===== config.mk =====
export PLATFORM = sky130hd
export DESIGN_NAME = pfs_conv
export DESIGN_NICKNAME = d
export VERILOG_FILES = /design/src/sv/pfs_pkg.sv /design/src/sv/pfs_conv.sv
export SDC_FILE = /design/constraint.sdc
export NUM_CORES = 2
export LEC_CHECK = 0
export CORE_UTILIZATION = 40
export CTS_CLUSTER_SIZE = 24
export DETAILED_ROUTE_END_ITERATION = 16
export DONT_BUFFER_PORTS = 1
export SLEW_MARGIN = 30
export SYNTH_ARGS = -nofsm -noshare
export SYNTH_HDL_FRONTEND = slang
export SYNTH_SLANG_ARGS = --single-unit

===== constraint.sdc =====
create_clock -name clk -period 15.8 [get_ports clk]
set_clock_uncertainty 0.1 [all_clocks]
set_input_delay 1.58 -clock clk [delete_from_list [all_inputs] [get_ports clk]]
set_output_delay 1.58 -clock clk [all_outputs]
set_load 0.05 [all_outputs]

===== src/sv/pfs_pkg.sv =====
// Package with the word types, codes and constants of the pulse FIFO sample stream block.
`default_nettype none

package pfs_pkg;

	// Default number of slots in the pulse ring; one slot always stays free.
	localparam int FIFO_DEPTH_DEF = 4096;

	// Field widths of the words on the two channels.
	localparam int PERIOD_W = 32;
	localparam int RATE_W   = 18;
	localparam int THR_W    = 7;
	localparam int SAMPLE_W = 8;
	localparam int FILL_W   = 12;
	localparam int CFG_W    = RATE_W;

	// Width of period_us times sample_rate.
	localparam int PROD_W = PERIOD_W + RATE_W;

	// Microseconds per second, the divisor of the period conversion.
	localparam int US_PER_SEC = 1000000;
	// Width of the remainder left after the reciprocal quotient estimate, which stays
	// below three times US_PER_SEC.
	localparam int REM_W = $clog2(3 * US_PER_SEC);

	// Scale of the fill percent.
	localparam int FILL_SCALE = 100;

	// Wait values reported by a push.
	localparam int WAIT_GOOD_A    = 50;
	localparam int WAIT_GOOD_B    = 150;
	localparam int WAIT_NOT_READY = 100;
	localparam int WAIT_READY     = 1;

	// Sample values for a high and a low pin level.
	localparam logic [SAMPLE_W-1:0] SAMPLE_HIGH = 8'hFF;
	localparam logic [SAMPLE_W-1:0] SAMPLE_LOW  = 8'h00;

	// Register reset values.
	localparam logic [RATE_W-1:0] RATE_RESET = 18'd44100;
	localparam logic [THR_W-1:0]  THR_RESET  = 7'd1;

	typedef enum logic [1:0] {
		ACT_PUSH  = 2'd0,
		ACT_PULL  = 2'd1,
		ACT_CLEAR = 2'd2
	} action_t;

	typedef enum logic {
		CFG_SAMPLE_RATE     = 1'b0,
		CFG_LEVEL_THRESHOLD = 1'b1
	} cfg_index_t;

	typedef enum logic [1:0] {
		ST_IDLE,
		ST_CONV,
		ST_FIN
	} state_t;

	typedef struct packed {
		logic [1:0]          action;
		logic                level;
		logic [PERIOD_W-1:0] period_us;
		logic                paused;
	} item_word_t;

	typedef struct packed {
		logic [SAMPLE_W-1:0] sample;
		logic [PERIOD_W-1:0] next_wait_us;
		logic                overflow;
		logic [FILL_W-1:0]   fill_count;
	} result_word_t;

	// One queued pulse: its pin level and the samples it still has to give.
	typedef struct packed {
		logic                level;
		logic [PERIOD_W-1:0] count;
	} pulse_entry_t;

	// Request to the period converter.
	typedef struct packed {
		logic                start;
		logic [PERIOD_W-1:0] period_us;
		logic [RATE_W-1:0]   rate;
	} conv_req_t;

	// Answer of the period converter; samples holds until the next start.
	typedef struct packed {
		logic                done;
		logic [PERIOD_W-1:0] samples;
	} conv_rsp_t;

endpackage

`default_nettype wire


===== src/sv/pfs_conv.sv =====
// Period converter: registered multiply, then division by one million through a reciprocal.
`default_nettype none

module pfs_conv import pfs_pkg::*; (
	input  wire logic      clk,
	input  wire logic      arst_n,
	input  wire conv_req_t req,
	output conv_rsp_t      rsp
);

	// The product bits above HI_LSB, times 2^51/10^6 rounded down and shifted right by 31, give a quotient
	// estimate that is never above the true quotient and at most two below it.
	localparam int HI_LSB      = 20;
	localparam int HI_W        = PROD_W - HI_LSB;
	localparam int RECIP_SHIFT = 31;
	localparam int RECIP_W     = 32;
	localparam int EST_W       = HI_W + RECIP_W;
	localparam logic [RECIP_W-1:0] RECIP =
		RECIP_W'((64'd1 << (HI_LSB + RECIP_SHIFT)) / 64'(US_PER_SEC));

	logic vld_s1, vld_s2, vld_s3;
	logic done_q;

	logic [PROD_W-1:0]   prod_s1;
	logic [REM_W-1:0]    prod_lo_s2;
	logic [PERIOD_W-1:0] q0_s2;
	logic [PERIOD_W-1:0] q0_s3;
	logic [REM_W-1:0]    rem_s3;
	logic [PERIOD_W-1:0] quo_q;

	logic [EST_W-1:0]    est;
	logic [REM_W-1:0]    back;
	logic [PERIOD_W-1:0] quo_next;

	// The remainder is below 2^REM_W, so its low bits alone give it exactly.
	always_comb begin
		est  = EST_W'(prod_s1[PROD_W-1:HI_LSB]) * EST_W'(RECIP);
		back = q0_s2[REM_W-1:0] * REM_W'(US_PER_SEC);
		if (rem_s3 >= REM_W'(2 * US_PER_SEC)) begin
			quo_next = q0_s3 + PERIOD_W'(2);
		end else if (rem_s3 >= REM_W'(US_PER_SEC)) begin
			quo_next = q0_s3 + PERIOD_W'(1);
		end else begin
			quo_next = q0_s3;
		end
	end

	always_ff @(posedge clk or negedge arst_n) begin
		if (!arst_n) begin
			vld_s1 <= 1'b0;
			vld_s2 <= 1'b0;
			vld_s3 <= 1'b0;
			done_q <= 1'b0;
		end else begin
			vld_s1 <= req.start;
			vld_s2 <= vld_s1;
			vld_s3 <= vld_s2;
			done_q <= vld_s3;
		end
	end

	always_ff @(posedge clk) begin
		if (req.start) begin
			prod_s1 <= PROD_W'(req.period_us) * PROD_W'(req.rate);
		end
		if (vld_s1) begin
			prod_lo_s2 <= prod_s1[REM_W-1:0];
			q0_s2      <= PERIOD_W'(est[EST_W-1:RECIP_SHIFT]);
		end
		if (vld_s2) begin
			q0_s3  <= q0_s2;
			rem_s3 <= prod_lo_s2 - back;
		end
		if (vld_s3) begin
			quo_q <= quo_next;
		end
	end

	assign rsp.done    = done_q;
	assign rsp.samples = quo_q;

endmodule

`default_nettype wire

## Word-level counts from Yosys, hierarchy flattened

Index checks and enable logic that the tools add are counted.

| word-level totals | value |
|---|---|
| output and inout port bits | 33 |
| bits in registers | 192 |
| input port bits | 53 |
| word-level logic and storage cells | 20 |

| cells by class | value |
|---|---|
| $add $sub $neg | 3 |
| multiply operators | 3 |
| order comparisons | 2 |
| mux-type cells | 2 |

Operators by type and width:

| kind | number |
|---|---|
| $mux W32 | 2 |
| $mul A30 B32 Y62 const B | 1 |
| $mul A32 B18 Y50 | 1 |
| $add A31 B1 Y32 const B | 1 |
| $add A31 B2 Y32 const B | 1 |
| $ge A22 B20 Y1 const B | 1 |
| $ge A22 B21 Y1 const B | 1 |
| $mul A22 B14 Y16 const B | 1 |
| $sub A22 B22 Y22 | 1 |

## Depth between registers and ports, before layout

| logic depth | value |
|---|---|
| word-level depth | 3 |
| depth in mapped cells | 28 |
| depth with buffers taken out | 28 |

## Worst setup path after synthesis

Ideal clock, no wire load.

| timing path | value |
|---|---|
| path type | in2reg |
| start | in req[34] (netlist bit) |
| end | reg prod_s1[47], data pin |
| buffers on the path | 2 |
| setup time | 0.259 ns |
| stages | 26 |
| required time | 15.441 ns |
| data arrival time | 7.543 ns |
| setup slack | 7.898 ns |
| cells stage by stage | clkbuf_1 clkbuf_1 nand2_1 fa_1 inv_1 fa_1 inv_1 fa_1 inv_1 fa_1 inv_1 fa_1 inv_1 fa_1 ha_1 and3_1 nand3_2 nor3b_2 o21ai_2 a2111oi_2 nor3_1 o21ai_1 a31oi_1 o31ai_1 a21oi_1 xnor2_1 |

| between the ends | value |
|---|---|
| cells in the longest elaborated chain, start to end | 1 |

Ends and longest elaborated chain:

| element | line | source |
|---|---|---|
| from (decl) | pfs_conv.sv:7 | `input wire conv_req_t req,` |
| $mul A32 B18 Y50 | pfs_conv.sv:64 | `prod_s1 <= PROD_W'(req.period_us) * PROD_W'(req.rate);` |
| to (signal assigned) | pfs_conv.sv:64 |  |
| to (decl) | pfs_conv.sv:24 | `logic [PROD_W-1:0] prod_s1;` |

Every way passes these cells.
A chain may end at the register's enable or synchronous reset.

## Worst setup path after layout

| timing path | value |
|---|---|
| start | reg prod_s1[30] |
| end | reg q0_s2[29], data pin |

| between the ends | value |
|---|---|
| cells in the longest elaborated chain, start to end | 1 |

Ends and longest elaborated chain:

| element | line | source |
|---|---|---|
| $mul A30 B32 Y62 | pfs_conv.sv:37 | `est = EST_W'(prod_s1[PROD_W-1:HI_LSB]) * EST_W'(RECIP);` |
| via est[60] | pfs_conv.sv:31 | `logic [EST_W-1:0] est;` |
| to (signal assigned) | pfs_conv.sv:68 | `q0_s2 <= PERIOD_W'(est[EST_W-1:RECIP_SHIFT]);` |
| to (decl) | pfs_conv.sv:26 | `logic [PERIOD_W-1:0] q0_s2;` |

The timed path passes the listed nets, and every way through them passes these cells.

==> reports/metrics.cfg <==
[clock_network]
cts_buffers=17
clock_path_buffers=2
cts_sinks=174
cts-root-buf=clkbuf_16
post_cts_buffers=0
cts_resized=0
clk-insertion-delay-late_ps=480
cts_tree=built
path_clk_slew_ps=90
cts_hold_buf=0
h-tree-depth=4

[cells_and_area]
fill_cells=9387
multiInputGateArea_um2=29600
diodes=0
instances_no_fill=5127
nets=5220
drive_gt1_share_pct=1.77
ff_latch_area_um2=5210
area_growth_pct=4.56
fin_area_um2=41100

[timing]
min_period_ps=7800
tightest_slew_ps=740
finalHoldViolCount=0
tns_ps=0
setup_viol=0
clock.fmax_mhz=128
grt_setup_unrepaired=no
period_share_pct=49.4
slew_violations=0
worst_slew_margin_rel_pct=50.2

[worst_hold_path]
min_path_type=register to register

[placement]
port_buffers=0
dpl_cell_area_um2=40500
dp_cells=5095
dpl.hpwl_um=77100
gp_congestion=0.930

[setup_path]
r2r_cells=26
r2r_start=prod_s1[30]
crit_slowest_cell=fa_1
path_max_fanout=8
reg2reg_to=q0_s2[29]
max_stage_delay_ps=650
endpoint=q0_s2[29]
critPathKind=register to register
cp-end-kind=register
worstSetupStartpointType=register
ff2ff_setup_slack_ps=8000
critPathArrivalTime_ps=7910
critPathLaunch=prod_s1[30]
cp.required_ps=15910
cpMostUsedCell=fa_1

[logic_synthesis]
synth_top_area_share_pct=41.0
synthSimpleGateAreaFrac_pct=9.97
synth-warning-count=0
synth_area_um2=39300
synth.distinct_cells=75
synth_edf_count=170
synth_compound_area_share_pct=4.81
synth_top_family_by_area=adder cells
async_flop_share_pct=2.30
synth_ff_type=edfxtp_1
syn_avg_cell_area_um2=10.0
synthCells=3930
synth-xor-area-share_pct=2.83
synth.mux.area_fraction_pct=0.0255
synthTopCellsByCount=inv_1 (1077), fa_1 (806), ha_1 (523)
synthTopCellsByArea=fa_1 (41%), ha_1 (17%), edfxtp_1 (13%), inv_1 (10%), nand2_1 (4.3%)
synth_fa_ha_area_share_pct=57.7
synth-seq-cells=174
syn-num-nets=5312
yosysTopAreaCell=fa_1
yosysMostFrequentCell=inv_1
yosysSeqAreaShare_pct=13.2

[route]
drc_errors=9
via_count=25000
drt-total-wl_um=91300
viasPerCell=4.87
wire_per_inst_um=17.8
final_antenna_net_count=0
firstDrtPassIters=14
drt_iter0_drc=1416

[global_route]
first_global_vias=27300
track_usage_pct=19.3
grt_max_degree=49
overflow=0
antenna_found_initial=0
grt_pass1_wl_um=149000

[floorplanning]
die_h_um=316
core_um2=97000
die_width_um=316
io_pins=86
rows=114
start_util_pct=40.5
dieArea_um2=99500

[run_status]
violations=DRC
status=complete, but fails checks

[job]
drv_cap=0

[cell type report]
type,instances,share of cell area (%)
multi-input cells,2567,72.0
clock buffers,17,1.03
inverters,1077,9.83
flip-flops and latches,174,12.7
clock inverters,15,0.517
repair buffers,1,0.0183
well taps,1276,3.88
[flip-flops by register name, summed over array words and instances, names as in the netlist]
register,cells
prod_s1,44
quo_q,32
q0_s2,31
q0_s3,31
prod_lo_s2,16
rem_s3,16
done_q,1
vld_s1,1
vld_s2,1
vld_s3,1
[per-layer routing]
layer,vias up,global-route usage (%),routed length (um)
li1,11600,-,-
met1,12600,26.5,41600
met2,646,31.9,42400
met3,93,3.69,5840
met4,0,3.74,1470
met5,-,0,0
[metrics by stage]
| stage | utilization (%) | worst slack (ps) | hold slack [ps] |
|---|---|---|---|
| 6_report | 42.4 | 8000 | 319 |
| 5_1_grt | 42.4 | 7520 | 328 |
| 3_3_place_gp | 41.7 | 7930 | 304 |
| 4_1_cts | 42.4 | 7950 | 322 |
| 3_5_place_dp | 41.7 | 7870 | 305 |
| 2_1_floorplan | - | 7900 | 300 |
[worst min-delay path by stage]
stage | startpoint | to | slack (ps) | cells past startpoint
after global routing | q0_s2[28] | q0_s3[28] | 330 | 0
after floorplan | prod_s1[10] | prod_lo_s2[10] | 300 | 0
final | q0_s2[28] | q0_s3[28] | 320 | 0
after detailed placement | q0_s2[25] | q0_s3[25] | 300 | 0
after CTS | q0_s2[22] | q0_s3[22] | 320 | 0
after global placement | q0_s2[18] | q0_s3[18] | 300 | 0
[cells in the final DEF, fill, tap and decap left out, types with 22 or more instances in the layout]
cell type	instances
inv_1	1077
nand2_1	446
edfxtp_1	170
o21ai_0	49
ha_1	523
fa_1	806
xnor2_1	94
xor2_1	33
a21o_1	48
a21oi_1	71
nand3_1	22
and2_1	187
nor2_1	71
[logic make-up (layout without fill, tap and decap cells)]
kind of cell	Yosys count	after routing
multiplexers	1	1
buffers and inverters	1189	1110
adder cells (fa/ha/maj)	1329	1329
AND/OR/NAND/NOR	831	831
flip-flops	174	174
XOR/XNOR	127	127
AO/OA/AOI/OAI	279	279
[worst max-delay path, delay by kind of cell (launching register included)]
kind                       cells  cell delay, ps
DFF                            1             630
adders and majority gates      9            4340
and+or+nand+nor                4             480
xor gates and xnor gates       1             150
buffers and inverters          6             370
AOI/OAI and AO/OA              6            1500
Power is not shown: default switching activity piles up to over one toggle a cycle in this logic, so the estimate is an artifact.
